[src/hdl/jpsc_pkg.sv]
package jpsc_pkg;

    localparam int SAMPLE_W   = 10;
    localparam int ANGLE_W    = 9;
    localparam int GAIN_W     = 9;
    localparam int SPEED_W    = 8;
    localparam int ERR_W      = 10;
    localparam int DELTA_W    = ERR_W + 1;
    // Signed product of a sample and an angle span.
    localparam int PROD_W     = SAMPLE_W + ANGLE_W + 2;
    localparam int MAG_W      = PROD_W - 1;
    localparam int CFG_IDX_W  = 3;
    localparam int CFG_DATA_W = 9;

    localparam logic [SPEED_W-1:0]  NULL_SPEED        = 8'd90;
    localparam logic [SAMPLE_W-1:0] SAMPLE_FULL_SCALE = 10'd1023;

    typedef enum logic [CFG_IDX_W-1:0] {
        REG_ANGLE_AT_MIN  = 3'd0,
        REG_ANGLE_AT_MAX  = 3'd1,
        REG_JOINT_LOW     = 3'd2,
        REG_JOINT_HIGH    = 3'd3,
        REG_PROP_GAIN     = 3'd4,
        REG_DERIV_GAIN    = 3'd5,
        REG_SPEED_BOUND_A = 3'd6,
        REG_SPEED_BOUND_B = 3'd7
    } cfg_reg_t;

endpackage

[src/hdl/jpsc_div1023.sv]
module jpsc_div1023 (
    input  logic signed [jpsc_pkg::PROD_W-1:0]  dividend,
    output logic        [jpsc_pkg::ANGLE_W-1:0] quot_mag,
    output logic                                quot_neg
);
    import jpsc_pkg::*;

    logic signed [PROD_W-1:0] neg_dividend;
    logic [MAG_W-1:0]         mag;
    logic [SAMPLE_W-1:0]      q_est;
    logic [SAMPLE_W:0]        remainder;
    logic [SAMPLE_W-1:0]      q_full;

    // The quotient truncates toward zero, so divide the magnitude and
    // put the sign back afterwards.
    assign quot_neg     = dividend[PROD_W-1];
    assign neg_dividend = -dividend;
    assign mag          = quot_neg ? neg_dividend[MAG_W-1:0] : dividend[MAG_W-1:0];

    // Dividing by 1024 underestimates; the remainder against 1023 is then
    // the low ten bits plus the estimate, which stays below twice 1023.
    assign q_est     = mag[MAG_W-1:MAG_W-SAMPLE_W];
    assign remainder = {1'b0, mag[SAMPLE_W-1:0]} + {1'b0, q_est};
    assign q_full    = (remainder >= {1'b0, SAMPLE_FULL_SCALE}) ? q_est + 10'd1 : q_est;
    assign quot_mag  = q_full[ANGLE_W-1:0];

endmodule

[src/hdl/joint_pd_speed_controller.sv]
// Joint PD speed controller. Each input beat carries a potentiometer sample and a
// target angle; each output beat carries the clamped speed command and an accepted
// flag. The datapath is a six-register pipeline (input, span product, divide by
// 1023, error and error change, gain products, clamped result), and a new beat can
// be taken in every cycle while the output is not stalled. The stored previous error
// is updated in the error stage, so each beat sees the error of the last accepted
// beat before it without any wait. A stalled output holds the pipeline; empty stages
// still fill up while it waits. Configuration
// registers should be written only while no beat is in flight.
module joint_pd_speed_controller (
    input  logic                                   clk,
    input  logic                                   rst_n,
    input  logic                                   cfg_we,
    input  logic [jpsc_pkg::CFG_IDX_W-1:0]         cfg_index,
    input  logic [jpsc_pkg::CFG_DATA_W-1:0]        cfg_data,
    input  logic                                   in_valid,
    output logic                                   in_ready,
    input  logic [jpsc_pkg::SAMPLE_W-1:0]          pot_sample,
    input  logic [jpsc_pkg::ANGLE_W-1:0]           target_angle,
    output logic                                   out_valid,
    input  logic                                   out_ready,
    output logic [jpsc_pkg::SPEED_W-1:0]           speed_command,
    output logic                                   accepted
);
    import jpsc_pkg::*;

    // Configuration registers.
    logic [ANGLE_W-1:0]       angle_min_reg;
    logic [ANGLE_W-1:0]       angle_max_reg;
    logic [ANGLE_W-1:0]       joint_low_reg;
    logic [ANGLE_W-1:0]       joint_high_reg;
    logic signed [GAIN_W-1:0] prop_gain_reg;
    logic signed [GAIN_W-1:0] deriv_gain_reg;
    logic [SPEED_W-1:0]       bound_a_reg;
    logic [SPEED_W-1:0]       bound_b_reg;

    logic signed [ERR_W-1:0]  last_error_reg;

    // Pipeline valids and loads.
    logic v1_reg, v2_reg, v3_reg, v4_reg, v5_reg, vo_reg;
    logic load1, load2, load3, load4, load5, load_o;

    // Stage 1: input register.
    logic [SAMPLE_W-1:0]      s1_sample_reg;
    logic [ANGLE_W-1:0]       s1_target_reg;
    // Stage 2: span product.
    logic signed [PROD_W-1:0] s2_prod_reg;
    logic [ANGLE_W-1:0]       s2_target_reg;
    logic                     s2_inlim_reg;
    // Stage 3: quotient.
    logic [ANGLE_W-1:0]       s3_quot_reg;
    logic                     s3_neg_reg;
    logic [ANGLE_W-1:0]       s3_target_reg;
    logic                     s3_inlim_reg;
    // Stage 4: error and error change.
    logic signed [ERR_W-1:0]   s4_err_reg;
    logic signed [DELTA_W-1:0] s4_delta_reg;
    logic                      s4_inlim_reg;
    // Stage 5: gain products.
    logic signed [GAIN_W+ERR_W-1:0]   s5_pterm_reg;
    logic signed [GAIN_W+DELTA_W-1:0] s5_dterm_reg;
    logic                             s5_inlim_reg;
    // Output register.
    logic [SPEED_W-1:0]       speed_reg;
    logic                     accepted_reg;

    // Combinational next values.
    logic signed [SAMPLE_W-1:0] span;
    logic signed [PROD_W-1:0]   s2_prod_next;
    logic                       s2_inlim_next;
    logic [ANGLE_W-1:0]         s3_quot_next;
    logic                       s3_neg_next;
    logic signed [DELTA_W-1:0]  quot_signed;
    logic signed [DELTA_W-1:0]  angle;
    logic signed [DELTA_W-1:0]  err_wide;
    logic signed [ERR_W-1:0]    s4_err_next;
    logic signed [DELTA_W-1:0]  s4_delta_next;
    logic signed [GAIN_W+ERR_W-1:0]   s5_pterm_next;
    logic signed [GAIN_W+DELTA_W-1:0] s5_dterm_next;
    logic signed [PROD_W-1:0]   speed_sum;
    logic signed [PROD_W-1:0]   bmin_ext;
    logic signed [PROD_W-1:0]   bmax_ext;
    logic [SPEED_W-1:0]         bmin;
    logic [SPEED_W-1:0]         bmax;
    logic [SPEED_W-1:0]         speed_next;

    // A stage loads when it is empty or the stage after it loads too.
    assign load_o   = !vo_reg || out_ready;
    assign load5    = !v5_reg || load_o;
    assign load4    = !v4_reg || load5;
    assign load3    = !v3_reg || load4;
    assign load2    = !v2_reg || load3;
    assign load1    = !v1_reg || load2;
    assign in_ready = load1;

    always_ff @(posedge clk or negedge rst_n)
    begin
        if (!rst_n)
        begin
            angle_min_reg  <= 9'd0;
            angle_max_reg  <= 9'd360;
            joint_low_reg  <= 9'd0;
            joint_high_reg <= 9'd360;
            prop_gain_reg  <= 9'sd1;
            deriv_gain_reg <= 9'sd0;
            bound_a_reg    <= 8'd0;
            bound_b_reg    <= 8'd180;
        end
        else if (cfg_we)
        begin
            unique case (cfg_reg_t'(cfg_index))
                REG_ANGLE_AT_MIN:  angle_min_reg  <= cfg_data;
                REG_ANGLE_AT_MAX:  angle_max_reg  <= cfg_data;
                REG_JOINT_LOW:     joint_low_reg  <= cfg_data;
                REG_JOINT_HIGH:    joint_high_reg <= cfg_data;
                REG_PROP_GAIN:     prop_gain_reg  <= $signed(cfg_data);
                REG_DERIV_GAIN:    deriv_gain_reg <= $signed(cfg_data);
                REG_SPEED_BOUND_A: bound_a_reg    <= cfg_data[SPEED_W-1:0];
                REG_SPEED_BOUND_B: bound_b_reg    <= cfg_data[SPEED_W-1:0];
            endcase
        end
    end

    // Stage 1 to 2: span product and limit check.
    assign span          = $signed({1'b0, angle_max_reg}) - $signed({1'b0, angle_min_reg});
    assign s2_prod_next  = $signed({1'b0, s1_sample_reg}) * span;
    assign s2_inlim_next = (s1_target_reg > joint_low_reg) && (s1_target_reg < joint_high_reg);

    // Stage 2 to 3: divide by full scale.
    jpsc_div1023 u_div (
        .dividend (s2_prod_reg),
        .quot_mag (s3_quot_next),
        .quot_neg (s3_neg_next)
    );

    // Stage 3 to 4: angle, error and error change against the stored error.
    assign quot_signed   = s3_neg_reg ? -$signed({2'b00, s3_quot_reg})
                                      :  $signed({2'b00, s3_quot_reg});
    assign angle         = $signed({2'b00, angle_min_reg}) + quot_signed;
    assign err_wide      = angle - $signed({2'b00, s3_target_reg});
    assign s4_err_next   = err_wide[ERR_W-1:0];
    assign s4_delta_next = $signed({s4_err_next[ERR_W-1], s4_err_next})
                         - $signed({last_error_reg[ERR_W-1], last_error_reg});

    // Stage 4 to 5: gain products.
    assign s5_pterm_next = prop_gain_reg * s4_err_reg;
    assign s5_dterm_next = deriv_gain_reg * s4_delta_reg;

    // Stage 5 to output: sum and clamp, bounds taken in either order.
    assign bmin      = (bound_a_reg > bound_b_reg) ? bound_b_reg : bound_a_reg;
    assign bmax      = (bound_a_reg > bound_b_reg) ? bound_a_reg : bound_b_reg;
    assign bmin_ext  = $signed({{(PROD_W-SPEED_W){1'b0}}, bmin});
    assign bmax_ext  = $signed({{(PROD_W-SPEED_W){1'b0}}, bmax});
    assign speed_sum = $signed({{(PROD_W-SPEED_W){1'b0}}, NULL_SPEED})
                     + PROD_W'(s5_pterm_reg) + PROD_W'(s5_dterm_reg);

    always_comb
    begin
        if (!s5_inlim_reg)
            speed_next = NULL_SPEED;
        else if (speed_sum > bmax_ext)
            speed_next = bmax;
        else if (speed_sum < bmin_ext)
            speed_next = bmin;
        else
            speed_next = speed_sum[SPEED_W-1:0];
    end

    always_ff @(posedge clk or negedge rst_n)
    begin
        if (!rst_n)
        begin
            v1_reg         <= 1'b0;
            v2_reg         <= 1'b0;
            v3_reg         <= 1'b0;
            v4_reg         <= 1'b0;
            v5_reg         <= 1'b0;
            vo_reg         <= 1'b0;
            last_error_reg <= '0;
        end
        else
        begin
            if (load1)
                v1_reg <= in_valid;
            if (load2)
                v2_reg <= v1_reg;
            if (load3)
                v3_reg <= v2_reg;
            if (load4)
                v4_reg <= v3_reg;
            if (load5)
                v5_reg <= v4_reg;
            if (load_o)
                vo_reg <= v5_reg;
            // Only a driven beat replaces the stored error.
            if (load4 && v3_reg && s3_inlim_reg)
                last_error_reg <= s4_err_next;
        end
    end

    always_ff @(posedge clk)
    begin
        if (load1)
        begin
            s1_sample_reg <= pot_sample;
            s1_target_reg <= target_angle;
        end
        if (load2)
        begin
            s2_prod_reg   <= s2_prod_next;
            s2_target_reg <= s1_target_reg;
            s2_inlim_reg  <= s2_inlim_next;
        end
        if (load3)
        begin
            s3_quot_reg   <= s3_quot_next;
            s3_neg_reg    <= s3_neg_next;
            s3_target_reg <= s2_target_reg;
            s3_inlim_reg  <= s2_inlim_reg;
        end
        if (load4)
        begin
            s4_err_reg   <= s4_err_next;
            s4_delta_reg <= s4_delta_next;
            s4_inlim_reg <= s3_inlim_reg;
        end
        if (load5)
        begin
            s5_pterm_reg <= s5_pterm_next;
            s5_dterm_reg <= s5_dterm_next;
            s5_inlim_reg <= s4_inlim_reg;
        end
        if (load_o)
        begin
            speed_reg    <= speed_next;
            accepted_reg <= s5_inlim_reg;
        end
    end

    assign out_valid     = vo_reg;
    assign speed_command = speed_reg;
    assign accepted      = accepted_reg;

endmodule

[config.mk]
export PLATFORM = sky130hd
export DESIGN_NAME = joint_pd_speed_controller
export DESIGN_NICKNAME = d
export VERILOG_FILES = /design/src/hdl/jpsc_pkg.sv /design/src/hdl/jpsc_div1023.sv /design/src/hdl/joint_pd_speed_controller.sv
export SDC_FILE = /design/constraint.sdc
export NUM_CORES = 1
export LEC_CHECK = 0
export BUFFER_PORTS_ARGS = -buffer_cell sky130_fd_sc_hd__clkbuf_2
export CORE_MARGIN = 2
export CORE_UTILIZATION = 50
export CTS_CLUSTER_DIAMETER = 50
export DETAILED_ROUTE_END_ITERATION = 7
export PLACE_DENSITY = 0.66
export RECOVER_POWER = 100
export SYNTH_ARGS = -nofsm -noshare
export SYNTH_HDL_FRONTEND = slang
export SYNTH_SLANG_ARGS = --single-unit
[constraint.sdc]
create_clock -name clk -period 15.4 [get_ports clk]
set_input_delay 1.54 -clock clk [delete_from_list [all_inputs] [get_ports clk]]
set_output_delay 1.54 -clock clk [all_outputs]
set_load 0.005 [all_outputs]
# Yosys cells after proc, flatten, opt, wreduce, memory -nomap -nowiden
# Index checks and enable logic that the tools add are counted.
[op_classes]
multipliers = 3
n_addsub = 10
order_cmp = 6
bitwise = 0
div = 0
n_mux = 7
eq_ne = 7
shifts = 0
n_reduce_logical = 24
[ops]
columns = ["operator", "n"]
rows = [
  ["8-bit 2-to-1 mux", 4],
  ["20-bit by 20-bit adder with 21-bit output", 1],
  ["21-bit by 9-bit greater-than comparator with 1-bit output", 1],
  ["21-bit by 9-bit less-than comparator with 1-bit output", 1],
  ["11-bit by 10-bit multiplier with 21-bit output", 1],
  ["8-bit by 19-bit adder with 20-bit output, first input constant", 1],
  ["9-bit by 11-bit multiplier with 20-bit output", 1],
  ["20-bit 2-to-1 mux", 1],
  ["20-bit negator", 1],
  ["9-bit by 10-bit multiplier with 19-bit output", 1],
  ["2-bit AND reduction", 8],
  ["3-bit == test, second input constant", 4],
  ["10-bit by 10-bit adder with 11-bit output", 1],
  ["11-bit by 10-bit greater-or-equal comparator with 1-bit output, second input constant", 1],
  ["10-bit by 10-bit subtractor with 11-bit output", 1],
  ["10-bit adder", 1],
  ["10-bit 2-to-1 mux", 1],
  ["9-bit negator with 10-bit output", 1],
  ["10-bit subtractor", 1],
  ["9-bit by 9-bit subtractor with 10-bit output", 1],
  ["9-bit by 1-bit adder with 9-bit output, second input constant", 1],
  ["9-bit greater-than comparator", 1],
  ["9-bit less-than comparator", 1],
  ["9-bit 2-to-1 mux", 1],
  ["other kinds (7)", 20],
]
[totals]
memories = 0
latch_bits = 0
wordCells = 89
mem_bits_ro = 0
input_bits = 36
reg_bits = 227
ramBits = 0

# Logic depth before layout (Yosys ltp)
# Gate-level depths: netlist (run 1).
[depth]
depth_word = 7
mapped_depth = 30
mapped_depth_nobuf = 30

# Cells and area by module
# A second synthesis (run 1) with hierarchy kept.
[unflattened]
cells_unflattened = 2271
hier_area_um2 = 23161.0
[modules_own_cells]
columns = ["module", "instances", "cells_each", "area_each_um2"]
rows = [
  ["joint_pd_speed_controller", 1, 2064, 21703.3],
  ["jpsc_div1023", 1, 207, 1457.6],
]

# Worst setup path after synthesis (run 1)
# No wires, ideal clock.
[synth_path]
path_kind = "register -> register"
from = "register angle_min_reg[1]"
to = "register s2_prod_reg[20] (data pin)"
synth_period_minus_slack_ps = 7046
stages_incl_launch_ff = 29
slack_ps = 8354
t_arrival_ps = 6910
setup_ps = 136
required_time_ps = 15264
path_cell_list = "dfrtp_1 -> inv_1 -> ha_1 -> nor2b_1 -> o21ai_0 -> a21boi_0 -> o21ai_0 -> a21boi_0 -> o21ai_0 -> nand2_1 -> a21o_1 -> a21o_1 -> clkbuf_1 -> nor2_1 -> fa_1 -> fa_1 -> fa_1 -> fa_1 -> inv_1 -> fa_1 -> inv_1 -> ha_1 -> nand3_1 -> nand2_1 -> a41o_1 -> o41a_1 -> a221o_1 -> or4_1 -> nand3_1"
[synth_between]
elab_chain_cells = 2
[synth_lines]
columns = ["element", "line_no", "source"]
rows = [
  ["from (decl)", "joint_pd_speed_controller.sv:28", "logic [ANGLE_W-1:0] angle_min_reg;"],
  ["from (signal assigned)", "joint_pd_speed_controller.sv:112", "REG_ANGLE_AT_MIN: angle_min_reg <= cfg_data;"],
  ["9-bit by 9-bit subtractor with 10-bit output", "joint_pd_speed_controller.sv:125", "assign span = $signed({1'b0, angle_max_reg}) - $signed({1'b0, angle_min_reg});"],
  ["11-bit by 10-bit multiplier with 21-bit output", "joint_pd_speed_controller.sv:126", "assign s2_prod_next = $signed({1'b0, s1_sample_reg}) * span;"],
  ["named net s2_prod_next[20]", "joint_pd_speed_controller.sv:69", "logic signed [PROD_W-1:0] s2_prod_next;"],
  ["to (signal assigned)", "joint_pd_speed_controller.sv:210", "s2_prod_reg <= s2_prod_next;"],
  ["to (decl)", "joint_pd_speed_controller.sv:47", "logic signed [PROD_W-1:0] s2_prod_reg;"],
]
# The timed path passes the listed nets, and every way through them passes these cells.
# A chain may end at the register's enable or synchronous reset.

# Worst setup path in the final report (run 1)
# Ends and elaborated chain as after synthesis.

==> parameters.txt, run 1 <==
Parameter                              Value

Die
  Chip height    216 um
  Total die area    46700 um^2
  Placement Rows    77
  Effective utilization at floorplan    0.508
  Area inside the core boundary    44300 um^2
  X dimension of the die    216 um
  Top-level I/O count    47

Layout
  Layout cell share with drive strength beyond 1    0.0776
  Number of filler cells placed in the layout    3897
  Antenna Diode Count    0
  Layout area overhead    7.80%
  Combined area of the multi-input logic cells    14600 um^2
  Largest register FFs    21
  Final net count    2748
  Sequential standard cell area    6400 um^2
  Final Instance Area    24300 um^2

Run
  Number of max-cap violations    4

Critical path
  First element of the critical path    angle_min_reg[1]
  Worst-path cell with the longest stage delay    fa_1
  Top cell family by delay on the critical path    adder cells
  Data required, critical path    15.82 ns
  CP most frequent cell    fa_1
  Arrival time at the worst endpoint    8.10 ns
  Number of cells on the critical path    28
  Critical R2R Capture    s2_prod_reg[20]
  Total buffers and inverters traversed by the critical path    4
  Reg2reg start    angle_min_reg[1]
  Worst reg2reg setup slack    7.72 ns
  Reg2reg path depth    28
  Largest fanout on the critical path    12
  Delay contributed by the slowest stage of the critical path    0.55 ns
  CP Capture Type    flop
  Kind of critical path    flop to flop
  End point of the critical path    s2_prod_reg[20]
  Element type at the critical path start    flop

Synth
  Share of synthesized area occupied by flip-flops and latches    0.284
  Post-synthesis area per instance    10.4 um^2
  Number of warning messages in the yosys log    0
  Dominant synthesized flop cell    edfxtp_1
  Leading cell types by total area after synthesis    fa_1, edfxtp_1, ha_1
  Area of the mapped netlist    22500 um^2
  Count of flip-flops with a built-in enable after synthesis    141
  Post-synth cell types    63
  Top cell type by total area after synthesis    fa_1
  Synthesized flop and latch total    227
  Fraction of registers with async set or reset after synthesis    0.379
  Post-synth net total    2717
  Area share of the largest cell type after synthesis    0.211
  Number of standard cells after synthesis    2175

Detailed routing
  Routed length per instance    16.5 um
  Routed wire length    46500 um
  Mean number of vias per cell    5.31
  Number of violations reported at the end of detailed-routing iteration 0    674
  Routed via count    14974
  Number of routed nets with antenna violations    0
  Residual DRC count    0
  Number of iterations in the first detailed-routing pass    7

Timing
  Normalized max-slew margin    -1.68
  Achievable clock frequency    0.130 GHz
  Count of endpoints failing hold in the final timing report    0
  Setup clock skew after layout    0.0175 ns
  Setup repair after global routing missed its margin    no
  Pins Over Slew Limit    150
  Final period util    0.499
  Slew at the pin closest to its max-slew limit    4.01 ns
  Time the worst path needs with I/O delays and setup    7.68 ns
  Final setup violating endpoints    0
  Post-route setup TNS    0 ns

Clock tree
  Buffer levels on the longest clock path    3
  Inserted Clock Buffers    30
  H-tree levels    1
  CTS tree    built
  Cts hold-fix bufs    0
  Clock root buffer    clkbuf_16
  Postcts setup bufs    0
  PostCTS Resize Cnt    0
  Sink count of the clock tree    227
  Reg clk slew, reported paths    0.06 ns
  Clk_lat worst skew    0.57 ns

Global route
  Vias in the first global route    15928
  Gr usage total    0.209
  Wire length of the first global-routing pass    79100 um
  GRT overflow    0
  Pin count of the biggest net entering global routing    74
  Antenna violations before repair    0

Outcome
  Failing checks    capacitance limit, slew limit
  Result of the run    complete, but fails checks

Place
  Cell area after placement    23300 um^2
  Last weighted congestion value of the routability-driven placer    0.864
  Hpwl dp    37400 um
  Number of buffers inserted by port buffering    46

Min path
  Min-Delay Path Class    flop to flop
  Hold Path Depth    0
## worst min-delay path by stage
stage / slack (ns) / startpoint / endpoint
floorplan: 0.40 / s2_inlim_reg / s3_inlim_reg
global placement: 0.40 / s2_target_reg[3] / s3_target_reg[3]
detailed placement: 0.40 / s2_target_reg[2] / s3_target_reg[2]
CTS: 0.42 / s4_inlim_reg / s5_inlim_reg
global route: 0.42 / s2_target_reg[3] / s3_target_reg[3]
finish: 0.42 / s2_target_reg[2] / s3_target_reg[2]
## through the flow
stage	cells	setup slack (ns)	util	hold WS, ns
floorplan	2175	8.35	-	0.400
global placement	2766	7.85	0.527	0.402
detailed placement	2766	7.78	0.527	0.405
CTS	2822	7.73	0.549	0.417
global route	2822	7.27	0.548	0.423
finish	2822	7.72	0.548	0.417
## per-layer routing
metal	vias up	track usage	part of all wire
li1	7210	-	-
met1	7433	0.267	0.44
met2	246	0.371	0.49
met3	85	0.0195	0.030
met4	0	0.0726	0.039
met5	-	0	0
## cells in the mapped netlist, drive strengths merged (9+ instances only)
cell type	number
nor2	62
a21o	32
a21oi	75
dfstp	13
o21ai	75
ha	269
and2	122
mux2	57
nor2b	22
a211oi	9
nand3	16
o31ai	9
dfrtp	73
nor3	25
mux2i	16
edfxtp	141
nand2	210
o21bai	22
xnor2	88
xor2	40
inv	357
nand2b	42
clkbuf	55
fa	237
nand4	12
## area by class of cell
cell class | count | share of cell area
multi-input cells | 1536 | 0.600
repair buffers | 54 | 0.0103
clock buffers | 40 | 0.0359
well taps | 592 | 0.0305
inverters | 357 | 0.0552
clock inverters | 16 | 0.00485
flip-flops and latches | 227 | 0.264
## cell families after synthesis
logic type	count (synthesis)	synth area share
XOR/XNOR	128	0.0498
AO/OA/AOI/OAI	279	0.0795
adder cells (fa/ha/maj)	506	0.360
flip-flops	227	0.284
AND/OR/NAND/NOR	550	0.122
buffers and inverters	412	0.0687
multiplexers	73	0.0356
## layout by cell type (no fill, tap or decap), types with 16 or more instances in the layout
cell type	n
inv_1	357
ha_1	269
fa_1	237
nand2_1	210
edfxtp_1	141
and2_1	115
xnor2_1	88
a21oi_1	74
o21ai_0	74
dfrtp_1	73
nor2_1	62
mux2_2	56
nand2b_1	42
xor2_1	40
clkbuf_2	37
a21o_1	32
clkbuf_16	32
nor3_1	24
o21bai_1	22
nor2b_1	22
clkbuf_1	21
nand3_1	16
mux2i_1	16
Power of run 1 is not shown: default switching activity piles up to over one toggle a cycle in this logic, so the estimate is an artifact.
==> run 2: changes to the inputs <==
ABC_AREA = 1   (was default)
PLACE_DENSITY = 0.68   (was 0.66)
clock period = 6.15 ns   (was 15.4 ns; I/O delays follow)
==> parameters.txt, run 2 <==
Parameter                              Value

Outcome
  Result of the run    complete, but fails checks
  Failing checks    capacitance limit, slew limit

Synth
  Post-synthesis area per instance    8.79 um^2
  Number of warning messages in the yosys log    0
  Area of the mapped netlist    23100 um^2
  Fraction of registers with async set or reset after synthesis    0.379
  Compound-Gate Fraction of Synth Area    0.0670
  Post-synth net total    3169
  Dominant synthesized flop cell    edfxtp_1
  Share of synthesized area occupied by flip-flops and latches    0.277
  Commonest cells in the synthesized netlist    nand2_1, inv_1, ha_1
  Dominant combinational cell family by area after synthesis    adder cells
  Mux share of post-synthesis cell area    0.000488
  Top cell type by total area after synthesis    fa_1
  Post-synthesis share of cell area spent on full adders, half adders and majority gates    0.351
  Simple-gate share of the synthesized area    0.156
  Library cell with the highest instance count after synthesis    nand2_1
  Xor/xnor share of the synthesized area    0.0432
  Post-synth cell types    54
  Synthesized flop and latch total    227
  Number of standard cells after synthesis    2627
  Area share of the largest cell type after synthesis    0.205
  Count of flip-flops with a built-in enable after synthesis    141
  Leading cell types by total area after synthesis    fa_1, edfxtp_1, ha_1

Critical path
  Element type at the critical path start    flop
  Arrival time at the worst endpoint    6.45 ns
  Reg2reg path depth    34
  Delay contributed by the slowest stage of the critical path    0.53 ns
  Reg2reg start    angle_max_reg[0]
  Kind of critical path    flop to flop
  CP Capture Type    flop
  Worst-path cell with the longest stage delay    fa_1
  Worst reg2reg setup slack    0.05 ns
  Critical R2R Capture    s2_prod_reg[18]
  Data required, critical path    6.50 ns
  Largest fanout on the critical path    4

Global route
  GRT overflow    0
  Pin count of the biggest net entering global routing    46
  Wire length of the first global-routing pass    85800 um
  Antenna violations before repair    1
  Vias in the first global route    17398
  Gr usage total    0.223

Layout
  Largest register FFs    21
  Final net count    3245
  Most common cell after layout, fill and taps aside    nand2_1
  Final Instance Area    25500 um^2
  Layout area overhead    10.7%
  Commonest cells after routing, fill and taps aside    nand2_1, inv_1, ha_1
  Fin cells    3328
  Layout cell share with drive strength beyond 1    0.105
  Number of filler cells placed in the layout    4047

Clock tree
  CTS tree    built
  Clock root buffer    clkbuf_16
  Buffer levels on the longest clock path    3
  Clk_lat worst skew    0.60 ns
  Reg clk slew, reported paths    0.06 ns
  Inserted Clock Buffers    30
  Sink count of the clock tree    227
  H-tree levels    1

Timing
  Time the worst path needs with I/O delays and setup    6.10 ns
  Achievable clock frequency    0.164 GHz
  Final setup violating endpoints    0
  Setup clock skew after layout    0.0672 ns
  Setup repair after global routing missed its margin    yes
  Normalized max-slew margin    -0.646
  Slew at the pin closest to its max-slew limit    2.47 ns
  Pins Over Slew Limit    43
  Count of endpoints failing hold in the final timing report    0
  Final period util    0.992

Place
  Hpwl dp    43000 um
  Cell area after placement    24200 um^2
  Number of buffers inserted by port buffering    46
  Dpl cells    3264
  Last weighted congestion value of the routability-driven placer    0.866

Detailed routing
  Routed via count    17155
  Routed length on met2    25300 um
  Routed length per instance    15.6 um
  Residual DRC count    0
  Mean number of vias per cell    5.15
  Amount of wire on met3 after detailed routing    2710 um
  Routed length on met1    22300 um
  Highest layer used for signal routing    met4
  Number of iterations in the first detailed-routing pass    6
  Number of routed nets with antenna violations    0
  Routed wire length    52000 um
  Number of violations reported at the end of detailed-routing iteration 0    1103

Die
  Effective utilization at floorplan    0.508
  Total die area    47900 um^2
  Chip height    219 um
  Area inside the core boundary    45500 um^2
  Placement Rows    78
  Top-level I/O count    47
  X dimension of the die    219 um

Min path
  Min-Delay Path Class    input pin to flop
  Min-delay src    pot_sample[1]
  Hold EP    s1_sample_reg[1]
  Hold Path Depth    1

Run
  Number of max-cap violations    1
run 2: changes by cell type after synthesis, moves of 49 or more:
| cell | before | now |
|---|---|---|
| xnor2_1 | 88 | 39 |
| inv_1 | 357 | 568 |
| and2_1 | 122 | 3 |
| mux2_2 | 57 | 1 |
| nand2_1 | 210 | 576 |
| o21ai_0 | 73 | 136 |
| nor2_1 | 62 | 125 |
run 2: what timing repair did:
| action | CTS | global route |
|---|---|---|
| pin swaps | 22 | 33 |
| gates resized for setup | 19 | 37 |
| buffers inserted | 4 | 2 |
| endpoints found under the setup margin | 9 | 10 |
| hold endpoints to repair | 7 | 0 |
| hold buffers | 1 | 0 |
run 2: layout make-up:
cell class | instances | area, um^2 | share of cell area
inverter | 579 | 2180 | 0.0853
clock buffer | 37 | 807 | 0.0316
sequential | 227 | 6400 | 0.251
antenna | 1 | 2.50 | 0.0000979
tap | 600 | 751 | 0.0294
clock inverter | 19 | 198 | 0.00774
multi-input combinational | 1764 | 14600 | 0.570
timing repair buffer | 101 | 637 | 0.0249
run 2: critical path: cells and delay by family (launching register included):
family	cells	cell delay [ns]
adders and majority gates	8	3.13
AOI/OAI and AO/OA	6	0.78
and+or+nand+nor	10	0.71
buffers and inverters	8	0.44
xor gates and xnor gates	2	0.40
DFF	1	0.39
run 2: kinds of logic after synthesis:
group / after synthesis
AOI/OAI and AO/OA: 281
DFF: 227
muxes: 1
adders and majority gates: 506
buffers and inverters: 636
xor gates and xnor gates: 114
and+or+nand+nor: 862
run 2: metrics by stage:
step	setup slack [ns]	hold slack [ns]	TNS, ns	util
3_3_place_gp	-0.183	0.406	-0.650	0.533
3_5_place_dp	-0.287	0.405	-1.42	0.533
4_1_cts	-0.0620	0.155	-0.0620	0.558
5_1_grt	-0.223	0.159	-0.871	0.562
6_report	0.0499	0.184	0	0.562
2_1_floorplan	0.0106	0.319	0	-
run 2: worst max path at each step:
stage          slack [ns]         endpoint  cells past startpoint              from
2_1_floorplan        0.01  s2_prod_reg[18]                     34  angle_max_reg[0]
3_3_place_gp        -0.18  s2_prod_reg[18]                     34  angle_max_reg[0]
3_5_place_dp        -0.29  s2_prod_reg[18]                     30  angle_max_reg[0]
4_1_cts             -0.06  s2_prod_reg[18]                     34  angle_max_reg[0]
5_1_grt             -0.22  s2_prod_reg[18]                     32  angle_max_reg[0]
6_report             0.05  s2_prod_reg[18]                     34  angle_max_reg[0]
run 2: per-layer routing:
layer	track usage	up-vias
li1	-	8326
met1	0.291	8298
met2	0.385	432
met3	0.0302	99
met4	0.0716	0
met5	0	-
Power of run 2 is left out for the same reason.
==> run 3: changes to the inputs <==
ABC_AREA = default   (was 1)
BUFFER_PORTS_ARGS = -buffer_cell sky130_fd_sc_hd__buf_2   (was -buffer_cell sky130_fd_sc_hd__clkbuf_2)
PLACE_DENSITY = 0.64   (was 0.68)
==> parameters.txt, run 3 (synthesized netlist as in run 1, its figures left out) <==
Parameter                              Value

Outcome
  Result of the run    complete, but fails checks
  Failing checks    setup timing

Layout
  Final Instance Area    25400 um^2
  Sequential standard cell area    6400 um^2
  Largest register FFs    21
  Combined area of the multi-input logic cells    14800 um^2
  Layout cell share with drive strength beyond 1    0.144
  Antenna Diode Count    0
  Number of filler cells placed in the layout    3817
  Layout area overhead    12.8%
  Commonest cells after routing, fill and taps aside    inv_1, ha_1, fa_1
  Final net count    2834
  Most common cell after layout, fill and taps aside    inv_1

Critical path
  Data required, critical path    6.57 ns
  Reg2reg path depth    27
  Element type at the critical path start    flop
  Worst-path cell with the longest stage delay    fa_1
  Kind of critical path    flop to flop
  CP Capture Type    flop
  Critical R2R Capture    s2_prod_reg[20]
  Delay contributed by the slowest stage of the critical path    0.53 ns
  Worst reg2reg setup slack    -0.50 ns
  Largest fanout on the critical path    3
  Arrival time at the worst endpoint    7.07 ns
  First element of the critical path    angle_max_reg[1]
  Reg2reg start    angle_max_reg[1]
  CP most frequent cell    fa_1

Timing
  Achievable clock frequency    0.150 GHz
  Count of endpoints failing hold in the final timing report    0
  Slack of the critical path    -0.497 ns
  Setup repair after global routing missed its margin    yes
  Final setup violating endpoints    7
  Worst Hold Slack    0.225 ns
  Setup clock skew after layout    0.0180 ns
  Slew at the pin closest to its max-slew limit    1.02 ns
  Pins Over Slew Limit    0
  Final period util    1.08
  Time the worst path needs with I/O delays and setup    6.65 ns
  Normalized max-slew margin    0.320

Run
  Number of max-cap violations    0

Clock tree
  Buffer levels on the longest clock path    3
  Inserted Clock Buffers    30
  CTS tree    built
  Clock root buffer    clkbuf_16
  Reg clk slew, reported paths    0.06 ns
  Clk_lat worst skew    0.57 ns
  Sink count of the clock tree    227
  H-tree levels    1

Min path
  Hold Path Depth    1
  Min-delay src    target_angle[2]
  Min-Delay Path Class    input pin to flop
  Hold EP    s1_target_reg[2]

Detailed routing
  Routed via count    15147
  Highest layer used for signal routing    met4
  Routed length on met1    20400 um
  Number of violations reported at the end of detailed-routing iteration 0    615
  Routed wire length    48100 um
  Number of iterations in the first detailed-routing pass    5
  Number of routed nets with antenna violations    0
  Routed length on met2    25000 um
  Routed length per instance    16.5 um
  Mean number of vias per cell    5.21
  Amount of wire on met3 after detailed routing    1270 um
  Residual DRC count    0

Place
  Last weighted congestion value of the routability-driven placer    0.858
  Hpwl dp    39200 um
  Cell area after placement    24000 um^2
  Number of buffers inserted by port buffering    46

Die
  Area inside the core boundary    44300 um^2
  Total die area    46700 um^2
  Effective utilization at floorplan    0.508
  Top-level I/O count    47
  X dimension of the die    216 um
  Placement Rows    77
  Chip height    216 um

Global route
  Wire length of the first global-routing pass    80700 um
  Pin count of the biggest net entering global routing    78
  Vias in the first global route    16201
  Gr usage total    0.214
  Antenna violations before repair    0
  GRT overflow    0
-- run 3: cell types whose count changed in the layout (fill, tap and decap cells not counted), moves of 44 or more --
cell and delta:
and2_1 +113, buf_2 +44, inv_1 -216, mux2_2 +56
nand2_1 -363, nor2_1 -62, o21ai_0 -65, xnor2_1 +47
-- run 3: metal layers --
metal / track usage / vias to the layer above
met2: 0.397 / 190
li1: - / 7365
met5: 0 / -
met4: 0.0566 / 0
met1: 0.267 / 7516
met3: 0.0215 / 76
-- run 3: how the worst max path moves through the flow --
stage / slack [ns] / cells past startpoint / endpoint
floorplan: -0.41 / 28 / s2_prod_reg[20]
global placement: -0.54 / 25 / s2_prod_reg[20]
detailed placement: -0.61 / 28 / s2_prod_reg[20]
CTS: -0.52 / 28 / s2_prod_reg[20]
global route: -0.74 / 27 / s2_prod_reg[20]
finish: -0.50 / 27 / s2_prod_reg[20]
-- run 3: repair_timing --
action | CTS | global route
buffers inserted | 7 | 5
hold buffers | 1 | 0
endpoints found under the setup margin | 7 | 10
pin swaps | 34 | 18
cloned | 0 | 0
resized for setup | 30 | 24
endpoints found under the hold margin | 6 | 0
-- run 3: through the flow --
step | TNS (ns) | util | setup WS [ns] | instances
2_1_floorplan | -0.565 | - | -0.406 | 2175
3_3_place_gp | -2.19 | 0.541 | -0.543 | 2842
3_5_place_dp | -2.49 | 0.541 | -0.605 | 2842
4_1_cts | -1.59 | 0.572 | -0.517 | 2905
5_1_grt | -3.33 | 0.573 | -0.738 | 2908
6_report | -1.53 | 0.573 | -0.497 | 2908
-- run 3: final cells by class --
class                           count  area share
Multi-Input combinational cell   1536       0.584
Sequential cell                   227       0.252
Inverter                          357      0.0527
Timing Repair Buffer              140      0.0373
Clock buffer                       38      0.0344
Tap cell                          592      0.0292
Clock inverter                     18      0.0104
-- run 3: worst max-delay path: cells and delay by family (launching register included) --
family / cells / cell delay, ns
AOI/OAI and AO/OA: 10 / 1.87
and+or+nand+nor: 7 / 1.04
buffers and inverters: 3 / 0.22
DFF: 1 / 0.39
adders and majority gates: 7 / 2.99
Power of run 3 is left out for the same reason.
